**config.mk**
```make
export PLATFORM = sky130hd
export DESIGN_NAME = json_string_unescape_utf8_unit
export DESIGN_NICKNAME = d
export VERILOG_FILES = /design/src/design/jsu_pkg.sv /design/src/design/jsu_decode.sv /design/src/design/json_string_unescape_utf8_unit.sv
export SDC_FILE = /design/constraint.sdc
export NUM_CORES = 1
export LEC_CHECK = 0
export ABC_AREA = 1
export BUFFER_PORTS_ARGS = -buffer_cell sky130_fd_sc_hd__buf_2
export CAP_MARGIN = 20
export CORE_MARGIN = 5
export CORE_UTILIZATION = 63
export DETAILED_ROUTE_END_ITERATION = 8
export MAX_ROUTING_LAYER = met4
export PLACE_DENSITY = 0.81
export SLEW_MARGIN = 0
export SYNTH_ARGS = -nofsm -noshare
export SYNTH_HDL_FRONTEND = slang
export SYNTH_HIERARCHICAL = 1
export SYNTH_SLANG_ARGS = --single-unit
```
**constraint.sdc**
```tcl
create_clock -name clock -period 5.01 [get_ports clock]
set_clock_uncertainty 0.15 [all_clocks]
set_input_delay 0.2505 -clock clock [delete_from_list [all_inputs] [get_ports clock]]
set_output_delay 0.2505 -clock clock [all_outputs]
set_load 0.005 [all_outputs]
```
**src/design/jsu_pkg.sv**
```systemverilog
// jsu_pkg: shared types and codes for the JSON string unescaper
// request/response payloads, decoder state, mode enum, result and error codes
// no dependencies
`default_nettype none

package jsu_pkg;

   localparam int BURST_MAX = 4;
   localparam int CNT_W     = $clog2(BURST_MAX + 1);
   localparam int IDX_W     = $clog2(BURST_MAX);

   typedef logic [CNT_W-1:0] cnt_type;
   typedef logic [IDX_W-1:0] idx_type;
   typedef logic [20:0]      cp_type;

   localparam logic [1:0] KIND_DATA  = 2'd0;
   localparam logic [1:0] KIND_DONE  = 2'd1;
   localparam logic [1:0] KIND_ERROR = 2'd2;

   localparam logic [2:0] ERR_CONTROL        = 3'd0;
   localparam logic [2:0] ERR_ESCAPE         = 3'd1;
   localparam logic [2:0] ERR_HEX            = 3'd2;
   localparam logic [2:0] ERR_LONE_HIGH      = 3'd3;
   localparam logic [2:0] ERR_BAD_LOW        = 3'd4;
   localparam logic [2:0] ERR_UNEXPECTED_LOW = 3'd5;
   localparam logic [2:0] ERR_UNTERMINATED   = 3'd6;
   localparam logic [2:0] ERR_INCOMPLETE     = 3'd7;

   localparam logic [7:0] CHR_QUOTE  = 8'h22;
   localparam logic [7:0] CHR_BSLASH = 8'h5C;
   localparam logic [7:0] CHR_SLASH  = 8'h2F;
   localparam logic [7:0] CHR_U      = 8'h75;
   localparam logic [7:0] CHR_SPACE  = 8'h20;

   localparam logic [5:0] SURR_HIGH_TOP = 6'b110110;
   localparam logic [5:0] SURR_LOW_TOP  = 6'b110111;
   localparam cp_type     SUPP_BASE     = 21'h10000;

   typedef enum logic [6:0] {
      MODE_BODY      = 7'b0000001,
      MODE_ESC       = 7'b0000010,
      MODE_HEX_FIRST = 7'b0000100,
      MODE_LOW_BS    = 7'b0001000,
      MODE_LOW_U     = 7'b0010000,
      MODE_HEX_LOW   = 7'b0100000,
      MODE_IDLE      = 7'b1000000
   } mode_type;

   typedef struct packed {
      logic [7:0] in_byte;
      logic       end_of_input;
   } req_type;

   typedef struct packed {
      logic [1:0] kind;
      logic [7:0] out_byte;
      logic [2:0] error_code;
      logic       last_of_run;
   } rsp_type;

   typedef rsp_type [BURST_MAX-1:0] burst_type;

   typedef struct packed {
      mode_type    mode;
      logic [1:0]  hex_cnt;
      logic [15:0] acc;
      logic [9:0]  high_bits;
   } state_type;

endpackage

`default_nettype wire

```
**src/design/jsu_decode.sv**
```systemverilog
// jsu_decode: combinational step of the unescaper, one source byte per call
// gives next decoder state and the burst of up to four responses with its count
// depends on jsu_pkg
`default_nettype none

module jsu_decode (
   input  jsu_pkg::state_type st,
   input  jsu_pkg::req_type   req,
   output jsu_pkg::state_type st_nxt,
   output jsu_pkg::burst_type burst,
   output jsu_pkg::cnt_type   burst_cnt
);
   import jsu_pkg::*;

   logic [7:0]          c;
   logic                hex_ok;
   logic [3:0]          hex_val;
   logic [15:0]         quad;
   logic                is_low;
   logic                is_high;
   cp_type              pair_cp;
   logic                esc_ok;
   logic [7:0]          esc_byte;
   logic                fire_err;
   logic [2:0]          err_code;
   logic                fire_done;
   logic                fire_byte;
   logic [7:0]          byte_val;
   logic                fire_utf;
   cp_type              utf_cp;
   logic [3:0][7:0]     utf_bytes;
   cnt_type             utf_n;

   assign c       = req.in_byte;
   assign quad    = {st.acc[11:0], hex_val};
   assign is_low  = (quad[15:10] == SURR_LOW_TOP);
   assign is_high = (quad[15:10] == SURR_HIGH_TOP);
   assign pair_cp = {1'b0, st.high_bits, quad[9:0]} + SUPP_BASE;

   always_comb begin
      hex_ok  = 1'b1;
      hex_val = c[3:0];
      case (c) inside
         [8'h30:8'h39]: hex_val = c[3:0];
         [8'h41:8'h46], [8'h61:8'h66]: hex_val = c[3:0] + 4'd9;
         default: begin
            hex_ok  = 1'b0;
            hex_val = 4'd0;
         end
      endcase
   end

   always_comb begin
      esc_ok = 1'b1;
      case (c)
         CHR_QUOTE:  esc_byte = CHR_QUOTE;
         CHR_BSLASH: esc_byte = CHR_BSLASH;
         CHR_SLASH:  esc_byte = CHR_SLASH;
         8'h62:      esc_byte = 8'h08;
         8'h66:      esc_byte = 8'h0C;
         8'h6E:      esc_byte = 8'h0A;
         8'h72:      esc_byte = 8'h0D;
         8'h74:      esc_byte = 8'h09;
         default: begin
            esc_ok   = 1'b0;
            esc_byte = 8'h00;
         end
      endcase
   end

   always_comb begin
      st_nxt    = st;
      fire_err  = 1'b0;
      err_code  = ERR_CONTROL;
      fire_done = 1'b0;
      fire_byte = 1'b0;
      byte_val  = c;
      fire_utf  = 1'b0;
      utf_cp    = '0;
      if (req.end_of_input) begin
         case (st.mode)
            MODE_BODY: begin
               fire_err = 1'b1;
               err_code = ERR_UNTERMINATED;
            end
            MODE_ESC, MODE_HEX_FIRST, MODE_HEX_LOW: begin
               fire_err = 1'b1;
               err_code = ERR_INCOMPLETE;
            end
            MODE_LOW_BS, MODE_LOW_U: begin
               fire_err = 1'b1;
               err_code = ERR_LONE_HIGH;
            end
            default: ;
         endcase
         st_nxt.mode = MODE_IDLE;
      end else begin
         case (st.mode)
            MODE_BODY: begin
               if (c == CHR_QUOTE) begin
                  fire_done   = 1'b1;
                  st_nxt.mode = MODE_IDLE;
               end else if (c < CHR_SPACE) begin
                  fire_err    = 1'b1;
                  err_code    = ERR_CONTROL;
                  st_nxt.mode = MODE_IDLE;
               end else if (c == CHR_BSLASH) begin
                  st_nxt.mode = MODE_ESC;
               end else begin
                  fire_byte = 1'b1;
               end
            end
            MODE_ESC: begin
               if (c == CHR_U) begin
                  st_nxt.mode    = MODE_HEX_FIRST;
                  st_nxt.hex_cnt = 2'd0;
                  st_nxt.acc     = 16'd0;
               end else if (esc_ok) begin
                  fire_byte   = 1'b1;
                  byte_val    = esc_byte;
                  st_nxt.mode = MODE_BODY;
               end else begin
                  fire_err    = 1'b1;
                  err_code    = ERR_ESCAPE;
                  st_nxt.mode = MODE_IDLE;
               end
            end
            MODE_HEX_FIRST, MODE_HEX_LOW: begin
               if (!hex_ok) begin
                  fire_err    = 1'b1;
                  err_code    = ERR_HEX;
                  st_nxt.mode = MODE_IDLE;
               end else if (st.hex_cnt != 2'd3) begin
                  st_nxt.acc     = quad;
                  st_nxt.hex_cnt = st.hex_cnt + 2'd1;
               end else begin
                  st_nxt.hex_cnt = 2'd0;
                  st_nxt.acc     = 16'd0;
                  if (st.mode == MODE_HEX_FIRST) begin
                     if (is_low) begin
                        fire_err    = 1'b1;
                        err_code    = ERR_UNEXPECTED_LOW;
                        st_nxt.mode = MODE_IDLE;
                     end else if (is_high) begin
                        st_nxt.high_bits = quad[9:0];
                        st_nxt.mode      = MODE_LOW_BS;
                     end else begin
                        fire_utf    = 1'b1;
                        utf_cp      = {5'd0, quad};
                        st_nxt.mode = MODE_BODY;
                     end
                  end else if (!is_low) begin
                     fire_err    = 1'b1;
                     err_code    = ERR_BAD_LOW;
                     st_nxt.mode = MODE_IDLE;
                  end else begin
                     fire_utf    = 1'b1;
                     utf_cp      = pair_cp;
                     st_nxt.mode = MODE_BODY;
                  end
               end
            end
            MODE_LOW_BS: begin
               if (c == CHR_BSLASH) begin
                  st_nxt.mode = MODE_LOW_U;
               end else begin
                  fire_err    = 1'b1;
                  err_code    = ERR_LONE_HIGH;
                  st_nxt.mode = MODE_IDLE;
               end
            end
            MODE_LOW_U: begin
               if (c == CHR_U) begin
                  st_nxt.mode    = MODE_HEX_LOW;
                  st_nxt.hex_cnt = 2'd0;
                  st_nxt.acc     = 16'd0;
               end else begin
                  fire_err    = 1'b1;
                  err_code    = ERR_LONE_HIGH;
                  st_nxt.mode = MODE_IDLE;
               end
            end
            default: begin
               st_nxt.mode = (c == CHR_QUOTE) ? MODE_BODY : MODE_IDLE;
            end
         endcase
      end
   end

   // utf-8 encoding of the code point
   always_comb begin
      utf_bytes = '0;
      if (utf_cp <= 21'h7F) begin
         utf_bytes[0] = utf_cp[7:0];
         utf_n        = cnt_type'(1);
      end else if (utf_cp <= 21'h7FF) begin
         utf_bytes[0] = {3'b110, utf_cp[10:6]};
         utf_bytes[1] = {2'b10, utf_cp[5:0]};
         utf_n        = cnt_type'(2);
      end else if (utf_cp <= 21'hFFFF) begin
         utf_bytes[0] = {4'b1110, utf_cp[15:12]};
         utf_bytes[1] = {2'b10, utf_cp[11:6]};
         utf_bytes[2] = {2'b10, utf_cp[5:0]};
         utf_n        = cnt_type'(3);
      end else begin
         utf_bytes[0] = {5'b11110, utf_cp[20:18]};
         utf_bytes[1] = {2'b10, utf_cp[17:12]};
         utf_bytes[2] = {2'b10, utf_cp[11:6]};
         utf_bytes[3] = {2'b10, utf_cp[5:0]};
         utf_n        = cnt_type'(4);
      end
   end

   always_comb begin
      burst     = '0;
      burst_cnt = '0;
      if (fire_err) begin
         burst[0].kind       = KIND_ERROR;
         burst[0].error_code = err_code;
         burst_cnt           = cnt_type'(1);
      end else if (fire_done) begin
         burst[0].kind = KIND_DONE;
         burst_cnt     = cnt_type'(1);
      end else if (fire_byte) begin
         burst[0].kind     = KIND_DATA;
         burst[0].out_byte = byte_val;
         burst_cnt         = cnt_type'(1);
      end else if (fire_utf) begin
         for (int i = 0; i < BURST_MAX; i++) begin
            burst[i].kind     = KIND_DATA;
            burst[i].out_byte = utf_bytes[i];
         end
         burst_cnt = utf_n;
      end
      for (int i = 0; i < BURST_MAX; i++) begin
         burst[i].last_of_run = (cnt_type'(i + 1) == burst_cnt);
      end
   end

endmodule

`default_nettype wire

```
**src/design/json_string_unescape_utf8_unit.sv**
```systemverilog
// Unescapes a JSON string body to UTF-8, one source byte per request, and
// reports completion or errors; each request yields zero to four responses,
// the last of them marked by last_of_run. A request is taken every cycle that
// req_ready is high into an input register, decoded in one step, and its
// responses are loaded into a four-entry burst register that hands out one
// response per cycle while rsp_ready is high. A request that yields responses
// leaves the input register only once the burst register is empty or its
// last response is being taken, so the burst register's drain rate of one
// response per cycle sets the throughput, while requests that yield nothing
// pass without waiting.
// Depends on jsu_pkg and jsu_decode.
`default_nettype none

module json_string_unescape_utf8_unit (
   input  logic             clock,
   input  logic             reset,
   input  logic             req_valid,
   output logic             req_ready,
   input  jsu_pkg::req_type req_payload,
   output logic             rsp_valid,
   input  logic             rsp_ready,
   output jsu_pkg::rsp_type rsp_payload
);
   import jsu_pkg::*;

   logic      in_vld_ff;
   logic      in_vld_in;
   req_type   in_ff;
   state_type st_ff;
   state_type st_in;
   burst_type bst_ff;
   cnt_type   bst_cnt_ff;
   cnt_type   bst_cnt_in;
   idx_type   bst_idx_ff;
   idx_type   bst_idx_in;

   state_type dec_st;
   burst_type dec_burst;
   cnt_type   dec_cnt;

   logic drain;
   logic bst_free;
   logic advance;
   logic load;

   jsu_decode u_decode (
      .st        (st_ff),
      .req       (in_ff),
      .st_nxt    (dec_st),
      .burst     (dec_burst),
      .burst_cnt (dec_cnt)
   );

   assign rsp_valid   = (bst_cnt_ff != '0);
   assign rsp_payload = bst_ff[bst_idx_ff];
   assign drain       = rsp_valid && rsp_ready;
   assign bst_free    = (bst_cnt_ff == '0) || ((bst_cnt_ff == cnt_type'(1)) && drain);
   assign advance     = in_vld_ff && ((dec_cnt == '0) || bst_free);
   assign load        = advance && (dec_cnt != '0);
   assign req_ready   = !in_vld_ff || advance;

   always_comb begin
      in_vld_in = in_vld_ff;
      if (req_valid && req_ready) begin
         in_vld_in = 1'b1;
      end else if (advance) begin
         in_vld_in = 1'b0;
      end
   end

   assign st_in = advance ? dec_st : st_ff;

   always_comb begin
      bst_cnt_in = bst_cnt_ff;
      bst_idx_in = bst_idx_ff;
      if (load) begin
         bst_cnt_in = dec_cnt;
         bst_idx_in = '0;
      end else if (drain) begin
         bst_cnt_in = bst_cnt_ff - cnt_type'(1);
         bst_idx_in = bst_idx_ff + idx_type'(1);
      end
   end

   always_ff @(posedge clock) begin
      if (reset) begin
         in_vld_ff          <= 1'b0;
         st_ff.mode         <= MODE_BODY;
         st_ff.hex_cnt      <= 2'd0;
         st_ff.acc          <= 16'd0;
         st_ff.high_bits    <= 10'd0;
         bst_cnt_ff         <= '0;
         bst_idx_ff         <= '0;
      end else begin
         in_vld_ff  <= in_vld_in;
         st_ff      <= st_in;
         bst_cnt_ff <= bst_cnt_in;
         bst_idx_ff <= bst_idx_in;
      end
   end

   always_ff @(posedge clock) begin
      if (req_valid && req_ready) begin
         in_ff <= req_payload;
      end
      if (load) begin
         bst_ff <= dec_burst;
      end
   end

`ifndef SYNTHESIS
   a_load_shows: assert property (@(posedge clock) disable iff (reset)
      load |=> rsp_valid)
      else $error("burst load did not produce a response");

   a_cnt_range: assert property (@(posedge clock) disable iff (reset)
      bst_cnt_ff <= cnt_type'(BURST_MAX))
      else $error("burst count out of range");

   a_last_marked: assert property (@(posedge clock) disable iff (reset)
      (rsp_valid && (bst_cnt_ff == cnt_type'(1))) |-> rsp_payload.last_of_run)
      else $error("final response of a burst lacks last_of_run");

   a_mid_unmarked: assert property (@(posedge clock) disable iff (reset)
      (rsp_valid && (bst_cnt_ff > cnt_type'(1))) |-> !rsp_payload.last_of_run)
      else $error("last_of_run set before end of burst");

   a_hold_request: assert property (@(posedge clock) disable iff (reset)
      (in_vld_ff && !advance) |=> (in_vld_ff && $stable(in_ff)))
      else $error("stalled request lost from input register");
`endif

endmodule

`default_nettype wire
```
# Word-level counts from Yosys, hierarchy flattened

Index checks and enable logic that the tools add are counted.

Flip-flop bits (word level): 93
Word-level logic and storage cells: 210

$add $sub $neg: 5
Magnitude comparators: 11
Equality and inequality tests: 27
Mux-type cells: 104
Bitwise operators: 4
Reductions and logical operators: 35

Operators with widths:

| operator                                                                            | number |
|---|---|
| 21-bit two-way mux                                                                  | 7 |
| 7-bit two-way mux                                                                   | 14 |
| 8-bit by 7-bit == test with 1-bit output, second input constant                     | 7 |
| 8-bit two-way mux                                                                   | 7 |
| 7-bit case mux with 8 select lines                                                  | 1 |
| 10-bit two-way mux                                                                  | 5 |
| 3-bit two-way mux                                                                   | 16 |
| 18-bit two-way mux                                                                  | 2 |
| 18-bit case mux with 2 select lines                                                 | 1 |
| 7-bit case mux with 5 select lines                                                  | 1 |
| 1-bit two-way mux                                                                   | 34 |
| 16-bit two-way mux                                                                  | 2 |
| 14-bit binary-select mux with 2-bit select                                          | 1 |
| 28-bit two-way mux                                                                  | 1 |
| 22-bit two-way mux                                                                  | 1 |
| 20-bit by 17-bit adder with 21-bit output, second input constant                    | 1 |
| 21-bit by 11-bit less-or-equal comparator with 1-bit output, second input constant  | 1 |
| 21-bit by 16-bit less-or-equal comparator with 1-bit output, second input constant  | 1 |
| 21-bit by 7-bit less-or-equal comparator with 1-bit output, second input constant   | 1 |
| 8-bit by 6-bit == test with 1-bit output, second input constant                     | 2 |
| 8-bit by 7-bit greater-or-equal comparator with 1-bit output, second input constant | 2 |
| 8-bit by 7-bit less-or-equal comparator with 1-bit output, second input constant    | 2 |
| 14-bit two-way mux                                                                  | 1 |
| 6-bit == test, second input constant                                                | 2 |
| 43 further kinds                                                                    | 73 |

# Depth between registers and ports, before layout

Gate-level depths: netlist of the first run.

Word-level depth: 26
Mapped depth: 28

# By module

Netlist of the first run, hierarchy kept.

By module, submodules not included:

| module                         | instances | cells each | area each (um^2) |
|---|---|---|---|
| json_string_unescape_utf8_unit | 1         | 360        | 4116.4 |
| jsu_decode                     | 1         | 541        | 2768.9 |

# Worst setup path before layout of the first run

No wires, ideal clock.

Path type: reg-to-reg
Start: reg in_ff[1] (netlist name)
End: reg bst_ff[0] (netlist name), enable pin
Setup time: 0.410 ns
Arrival time: 3.645 ns
Setup slack: 0.805 ns
Cell stages (with the launch flop): 24
Buffers on the path: 1
Path through: edfxtp_1 -> inv_1 -> ha_1 -> inv_1 -> nand2_1 -> nand2_1 -> nand2_1 -> nand2_2 -> nand2_4 -> nand2_1 -> nor3_1 -> nor2_2 -> nand2_4 -> nor2_8 -> nand2_4 -> inv_2 -> nor2_8 -> nand2_4 -> inv_1 -> buf_4 -> inv_1 -> nand2_2 -> nand3_2 -> inv_1

Longest elaborated chain between the ends: 24
Elaborated cells between the ends (all ways): 72
Those cells by class: add/sub (2); order compare (10); eq/ne (9); mux (41); reduce/logical (10)

RTL lines:

| element                                                                                                                                                           | RTL line                              | source |
|---|---|---|
| start: declaration                                                                                                                                                | json_string_unescape_utf8_unit.sv:28  | `req_type in_ff;` |
| start signal: assignment                                                                                                                                          | json_string_unescape_utf8_unit.sv:104 | `in_ff <= req_payload;` |
| 8-bit by 7-bit greater-or-equal comparator with 1-bit output (no source line) / 8-bit by 7-bit less-or-equal comparator with 1-bit output (equally long branches) | -                                     |  |
| 1-bit logical AND (no source line)                                                                                                                                | -                                     |  |
| 2-bit OR reduction                                                                                                                                                | jsu_decode.sv:43                      | `case (c) inside` |
| 4-bit two-way mux (2 in a row)                                                                                                                                    | jsu_decode.sv:43                      |  |
| 20-bit by 17-bit adder with 21-bit output / 16-bit two-way mux (equally long branches)                                                                            | jsu_decode.sv:38, jsu_decode.sv:144   |  |
| 21-bit two-way mux, on equally long branches                                                                                                                      | jsu_decode.sv:152, jsu_decode.sv:140  |  |
| 21-bit two-way mux                                                                                                                                                | jsu_decode.sv:139                     | `if (st.mode == MODE_HEX_FIRST) begin` |
| 21-bit two-way mux                                                                                                                                                | jsu_decode.sv:133                     | `end else if (st.hex_cnt != 2'd3) begin` |
| [... 9 more ...]                                                                                                                                                  | -                                     |  |
| 3-bit two-way mux                                                                                                                                                 | jsu_decode.sv:221                     | `end else if (fire_done) begin` |
| 3-bit two-way mux (*)                                                                                                                                             | jsu_decode.sv:217                     | `if (fire_err) begin` |
| named net dec_cnt[2]                                                                                                                                              | json_string_unescape_utf8_unit.sv:39  | `cnt_type dec_cnt;` |
| 3-bit logical NOT                                                                                                                                                 | json_string_unescape_utf8_unit.sv:58  | `assign advance = in_vld_ff && ((dec_cnt == '0) \|\| bst_free);` |
| 1-bit logical OR                                                                                                                                                  | json_string_unescape_utf8_unit.sv:58  |  |
| 1-bit logical AND                                                                                                                                                 | json_string_unescape_utf8_unit.sv:58  |  |
| 1-bit logical AND (*)                                                                                                                                             | json_string_unescape_utf8_unit.sv:59  | `assign load = advance && (dec_cnt != '0);` |
| named net load                                                                                                                                                    | json_string_unescape_utf8_unit.sv:44  | `logic load;` |
| end signal: assignment                                                                                                                                            | json_string_unescape_utf8_unit.sv:107 | `bst_ff <= dec_burst;` |
| end: declaration                                                                                                                                                  | json_string_unescape_utf8_unit.sv:31  | `burst_type bst_ff;` |

The timed path passes the listed nets; every way through them passes the cells marked *.
A chain may end at the register's enable or synchronous reset.

# Worst setup path in the final report of the first run

Start: reg in_ff[1] (netlist name)
End: reg bst_ff[2] (netlist name), enable pin

Longest elaborated chain between the ends: 24
Elaborated cells between the ends (all ways): 72
Those cells by class: add/sub (2); order compare (10); eq/ne (9); mux (41); reduce/logical (10)

RTL lines:

| element                                                                                                                                                           | RTL line                             | source |
|---|---|---|
| 8-bit by 7-bit greater-or-equal comparator with 1-bit output (no source line) / 8-bit by 7-bit less-or-equal comparator with 1-bit output (equally long branches) | -                                    |  |
| 1-bit logical AND (no source line)                                                                                                                                | -                                    |  |
| 2-bit OR reduction                                                                                                                                                | jsu_decode.sv:43                     |  |
| 4-bit two-way mux (2 in a row)                                                                                                                                    | jsu_decode.sv:43                     |  |
| 20-bit by 17-bit adder with 21-bit output / 16-bit two-way mux (equally long branches)                                                                            | jsu_decode.sv:38, jsu_decode.sv:144  |  |
| 21-bit two-way mux, on equally long branches                                                                                                                      | jsu_decode.sv:152, jsu_decode.sv:140 |  |
| 21-bit two-way mux                                                                                                                                                | jsu_decode.sv:139                    |  |
| 21-bit two-way mux                                                                                                                                                | jsu_decode.sv:133                    |  |
| [... 8 more ...]                                                                                                                                                  | -                                    |  |
| 3-bit two-way mux                                                                                                                                                 | jsu_decode.sv:224                    | `end else if (fire_byte) begin` |
| 3-bit two-way mux                                                                                                                                                 | jsu_decode.sv:221                    |  |
| 3-bit two-way mux (*)                                                                                                                                             | jsu_decode.sv:217                    |  |
| 3-bit logical NOT                                                                                                                                                 | json_string_unescape_utf8_unit.sv:58 |  |
| 1-bit logical OR                                                                                                                                                  | json_string_unescape_utf8_unit.sv:58 |  |
| 1-bit logical AND                                                                                                                                                 | json_string_unescape_utf8_unit.sv:58 |  |
| 1-bit logical AND (*)                                                                                                                                             | json_string_unescape_utf8_unit.sv:59 |  |
| named net load                                                                                                                                                    | json_string_unescape_utf8_unit.sv:44 |  |

Marked as above.

==> impl_metrics.ini, run 1 <==
[run_status]
outcome = complete, no violations

[yosys]
gate_count_post_synth = 873
postSynthAreaPerCell_um2 = 7.66
area_of_the_mapped_netlist_um2 = 6690
synthesis.yosys.warnings = 6

[global_routing]
grt.overflow.total = 0
initial_antenna_violation_count = 0
grt_use_total = 0.267
vias_in_the_first_global_route = 5421
grt_max_degree = 42
grt_pass1_wl_um = 26600

[placed_design]
place_hpwl_um = 12400
buffer_ports.inserted = 28
place.gp.congestion = 0.974

[finish]
fin_util = 0.686
num_antenna_cells = 0
area_growth_syn_to_layout_pct = 5.97
finish.net_count = 918
share_of_final_layout_standard_cells_stronger_than_drive_strength_1 = 0.164
fillCellCount = 871

[timing]
report.final.slew_viol_count = 0
final_hold_viol_count = 0
setup_violations = 0
timing.slew.headroom = 0.295
fmax_mhz = 242
tightest_slew_ns = 1.05
timing.final.crit_period_ns = 4.14
setup_repair_after_global_routing_missed_its_margin = false
timing.final.crit_share = 0.826
tns_ns = 0

[critical_path]
worst-endpoint-required_ns = 4.93
crit_type = flop to flop
crit_path_max_incr_delay_ns = 0.49
crit_path_cell_trace = inv_1 > ha_1 > inv_1 > nand2_1 > nand2_1 > nand2_1 > nand2_2 > nand2_4 > nand2_1 > nor3_1 > nor2_2 > nand2_4 > nor2_8 > nand2_4 > inv_2 > nor2_8 > nand2_4 > inv_1 > inv_1 > nand2_2 > nand3_2 > inv_2 > buf_12
crit_path_end_kind = flop
timing.critical_path.from_type = flop
critPathMaxFanout = 41
critical_path.slowest_cell = edfxtp_1
cp.arrival_ns = 4.06

[detailed_routing]
detail_routed_via_count_per_cell = 5.53
route.final.wire_length_um = 16200
detailroute.via_count = 5734
detailedRoute.firstIterationViolations = 456
avgRoutedWirePerCell_um = 15.6
detail_route.drc_violations = 0
drtPass1Iterations = 5
final_antenna_net_count = 0

[floorplanning]
vertical_extent_of_the_die_um = 113
core_area_um2 = 10300
die_x_um = 113
initial_utilization = 0.648
rows = 37
boundaryPins = 29
dieArea_um2 = 12800

[clock_tree]
cts_repair_resize_count = 0
numClockSinks = 102
insertion_delay_ns = 0.38
tritoncts = built
cts_post_setup_buffers_inserted = 0
numCtsBuffers = 9
clock-root-buffer = clkbuf_8
max-clock-path-buffers = 2
cts-htree-levels = 3
cts.clk_slew.worst_paths_ns = 0.10

[power_and_ir_drop]
total_leakage_power_uw = 0.00300
vdd_drop_max_mv = 0.222
power-per-cell-area_nw_per_um2 = 372

[job]
max_cap_viol_count = 0

[hold_path]
holdCritPathClass = input port to flop
worst paths after layout:
check | to | cells after the start | slack [ns] | start
max | bst_ff[2] | 23 | 0.87 | in_ff[1]
max reg2reg | bst_ff[2] | 23 | 0.87 | in_ff[1]
min | in_ff[0] | 4 | 0.28 | req_valid
min reg2reg | st_ff[3] | 2 | 0.34 | st_ff[3]
through the flow:
| step | setup slack [ns] | area, um^2 | cells | power (uW) | hold WS, ns |
|---|---|---|---|---|---|
| global placement | 1.11 | 6750 | 1009 | 2030 | 0.271 |
| CTS | 0.933 | 7080 | 1036 | 2640 | 0.259 |
| floorplan | 0.805 | 6750 | 890 | 1850 | 0.170 |
| finish | 0.873 | 7080 | 1036 | 2630 | 0.277 |
| detailed placement | 0.952 | 6750 | 1009 | 2060 | 0.272 |
| global route | 0.487 | 7080 | 1036 | 2820 | 0.269 |
what timing repair did:
item                                   4_1_cts  5_1_grt
hold buffers                                11        0
setup endpoints to repair                    0        0
endpoints found under the hold margin       10        0
cell type report:
type | instances | area [um^2] | share of cell area
Clock buffer | 9 | 124 | 0.0175
Clock inverter | 7 | 104 | 0.0147
Inverter | 111 | 434 | 0.0613
Multi-Input combinational cell | 628 | 3270 | 0.461
Sequential cell | 102 | 2690 | 0.380
Tap cell | 136 | 170 | 0.0240
Timing Repair Buffer | 43 | 293 | 0.0413
flip-flops by register name, summed over array words and instances (netlist names):
| register | count |
|---|---|
| bst_ff | 56 |
| in_ff | 9 |
| st_ff | 31 |
| bst_idx_ff | 2 |
| in_vld_ff | 1 |
| bst_cnt_ff | 3 |
worst max-delay path: cells and delay by family (launching register included):
kind          cells  cell delay (ns)
fa+ha+maj         1             0.21
buf+inv           7             1.09
flops             1             0.49
simple gates     15             1.84
cells in the final DEF (no fill, tap or decap), types with 2 or more instances in the layout:
master,count
nand2_1,139
o221ai_1,3
inv_2,18
a21oi_2,4
nand3_4,3
inv_4,2
nand3b_1,4
nand3_2,4
ha_1,10
nor2_8,3
nand2_4,8
nand4_1,18
nor3_2,2
o22ai_1,27
edfxtp_1,65
and2_1,2
conb_1,18
xor2_1,3
and3_1,2
inv_1,88
nor2_4,3
o21ai_1,11
clkinvlp_4,2
nor2_1,131
nor3_1,13
clkbuf_8,9
a21oi_1,20
nand2_2,11
dfxtp_1,37
buf_2,28
nand3_1,46
o211ai_1,2
nor2_2,37
o21ai_0,93
buf_4,3
clkinv_1,2
bufinv_16,2
dlygate4sd3_1,11
routing by layer:
metal,part of all wire,global-route usage,wire (um),vias to the layer above
met5,0,-,0,-
met4,0.021,0.0849,332,0
met3,0.061,0.0433,983,31
met2,0.48,0.436,7830,191
met1,0.43,0.341,7030,2618
li1,-,-,-,2894
power by group:
group / switching, uW / internal, uW / leakage [uW]
Sequential: 100 / 1030 / 0.000913
Clock: 293 / 287 / 0.000108
Combinational: 601 / 318 / 0.00198
(Power assumes the default switching activity.)
==> run 2, diff against run 1 <==
==> constraint.sdc (replaced) <==
create_clock -name clock -period 4.1 [get_ports clock]
set_clock_uncertainty 0.15 [all_clocks]
set_input_delay 0.205 -clock clock [delete_from_list [all_inputs] [get_ports clock]]
set_output_delay 0.205 -clock clock [all_outputs]
set_load 0.005 [all_outputs]
==> run 2 against run 1 <==
Net effect: first-iteration DRC count is 5.5% higher; non-clock buffer count is 19 higher; sequential power is 25% higher; utilization is 1.7 points higher; total power is 23% higher; via count is 2.9% higher; register-to-register slack worse by 0.60 ns; fmax is 8.2% higher; flip-flop and latch count stayed put; wire length is 1.3% higher; critical path depth stayed put; worst setup slack worse by 0.60 ns; critical path type unchanged; largest cell class unchanged.
==> impl_metrics.ini, run 2 (synthesized netlist as in run 1, its figures left out) <==
[finish]
final_cell_mix = nand2_1 (139), nor2_1 (131), o21ai_0 (93)
postLayoutCellArea_um2 = 7260
largest_registers = bst_ff x56, st_ff x31, in_ff x9
layout_commonest_cell = nand2_1
finish.net_count = 937
num_antenna_cells = 0
registers.top_by_ff_count = bst_ff
flip_flop_count_of_the_largest_register_after_layout = 56
area_growth_syn_to_layout_pct = 8.53
stdcell_count = 1055
share_of_final_layout_standard_cells_stronger_than_drive_strength_1 = 0.184

[placed_design]
postPlaceCellArea_um2 = 6830
number_of_placed_cells_counting_well_taps = 1020
post-place-ws_ns = 0.0834
place.gp.congestion = 0.984
place_hpwl_um = 12300
buffer_ports.inserted = 28

[clock_tree]
numCtsBuffers = 9
max-clock-path-buffers = 2
tritoncts = built
insertion_delay_ns = 0.38
clock-root-buffer = clkbuf_8
numClockSinks = 102
cts-htree-levels = 3
cts.clk_slew.worst_paths_ns = 0.10

[floorplanning]
dieArea_um2 = 12800
rows = 37
initial_utilization = 0.648
core_area_um2 = 10300
vertical_extent_of_the_die_um = 113
boundaryPins = 29
die_x_um = 113

[job]
max_cap_viol_count = 0

[global_routing]
initial_antenna_violation_count = 0
global_routing_usage_on_met2 = 0.435
grt_pass1_wl_um = 26800
most_congested_layer_reported_by_global_routing = met2
grt.met3_usage = 0.0278
grt_use_total = 0.267
grtUsageMet1 = 0.354
grt_max_degree = 39
vias_in_the_first_global_route = 5525
grt.overflow.total = 0

[timing]
timing.slew.headroom = 0.378
final_hold_viol_count = 0
finalWorstSetupSlack_ns = 0.278
tightest_slew_ns = 0.931
fmax_mhz = 262
timing.final.crit_period_ns = 3.82
timing.final.crit_share = 0.932
setup_violations = 0
tns_ns = 0
report.final.slew_viol_count = 0

[critical_path]
critPathMaxFanout = 19
worst-endpoint-required_ns = 4.04
crit_path_end_kind = flop
timing.critical_path.from_type = flop
crit_type = flop to flop
cp.arrival_ns = 3.77

[detailed_routing]
detailroute.via_count = 5901
detail_route.drc_violations = 0
detail_routed_via_count_per_cell = 5.59
route.final.wire_length_um = 16400
avgRoutedWirePerCell_um = 15.5
drtPass1Iterations = 6
final_antenna_net_count = 0
detailedRoute.firstIterationViolations = 481

[hold_path]
holdCritPathClass = input port to flop

[power_and_ir_drop]
total_leakage_power_uw = 0.00309
vdd_drop_max_mv = 0.344
power-per-cell-area_nw_per_um2 = 445

[run_status]
outcome = complete, no violations
[run 2: cell count changes in the layout (fill, tap and decap cells not counted), sizes merged]
cell and change:
clkinv +2, bufinv -1, clkbuf +1, clkinvlp -1, buf +18
[run 2: worst max-delay path: stages, from the launching register on]
cell and delay (ns):
edfxtp_1 0.46, inv_2 0.12, ha_1 0.21, inv_1 0.08
nand2_1 0.06, nand2_1 0.06, nand2_1 0.07, nand2_2 0.10
nand2_4 0.16, nand2_4 0.10, inv_2 0.13, nand4_1 0.16
nand2_2 0.16, nor2_8 0.06, nand2_4 0.14, inv_2 0.10
nor2_8 0.19, nand2_4 0.11, inv_1 0.11, inv_1 0.06
nand2_2 0.13, nand3_4 0.14, clkinvlp_4 0.24, clkbuf_16 0.23
[run 2: metal layers]
layer	part of all wire	up-vias
li1	-	2941
met1	0.43	2718
met3	0.063	29
met5	0	-
met2	0.49	213
met4	0.018	0
[run 2: power by group]
group	internal (uW)	leakage, uW	switching, uW
Sequential	1260	0.000913	148
Combinational	417	0.00207	735
Clock	298	0.000109	371
Total	1980	0.00309	1260
[run 2: timing repair]
item / 4_1_cts / 5_1_grt
hold buffers: 11 / 0
gates resized for setup: 0 / 5
hold endpoints to repair: 10 / 0
endpoints found under the setup margin: 0 / 78
buffers inserted: 0 / 7
[run 2: final timing paths]
check                           startpoint          to  slack [ns]  cells past startpoint
worst max-delay path              in_ff[2]  bst_ff[26]        0.28                     23
worst min-delay path             req_valid    in_ff[1]        0.16                      3
worst max register to register    in_ff[2]  bst_ff[26]        0.28                     23
worst min register to register    st_ff[3]    st_ff[3]        0.34                      2
[run 2: through the flow]
stage / total power (uW) / hold WS [ns] / utilization
floorplan: 2260 / 0.124 / -
global placement: 2490 / 0.228 / 0.662
detailed placement: 2520 / 0.232 / 0.662
CTS: 3200 / 0.206 / 0.693
global route: 3460 / 0.160 / 0.703
finish: 3230 / 0.159 / 0.703
[run 2: final cells by class]
cell class / count / area (um^2)
Multi-Input combinational cell: 628 / 3280
Clock buffer: 9 / 124
Fill cell: 893 / 3070
Inverter: 111 / 438
Sequential cell: 102 / 2690
Timing Repair Buffer: 62 / 460
Tap cell: 136 / 170
Clock inverter: 7 / 92.6
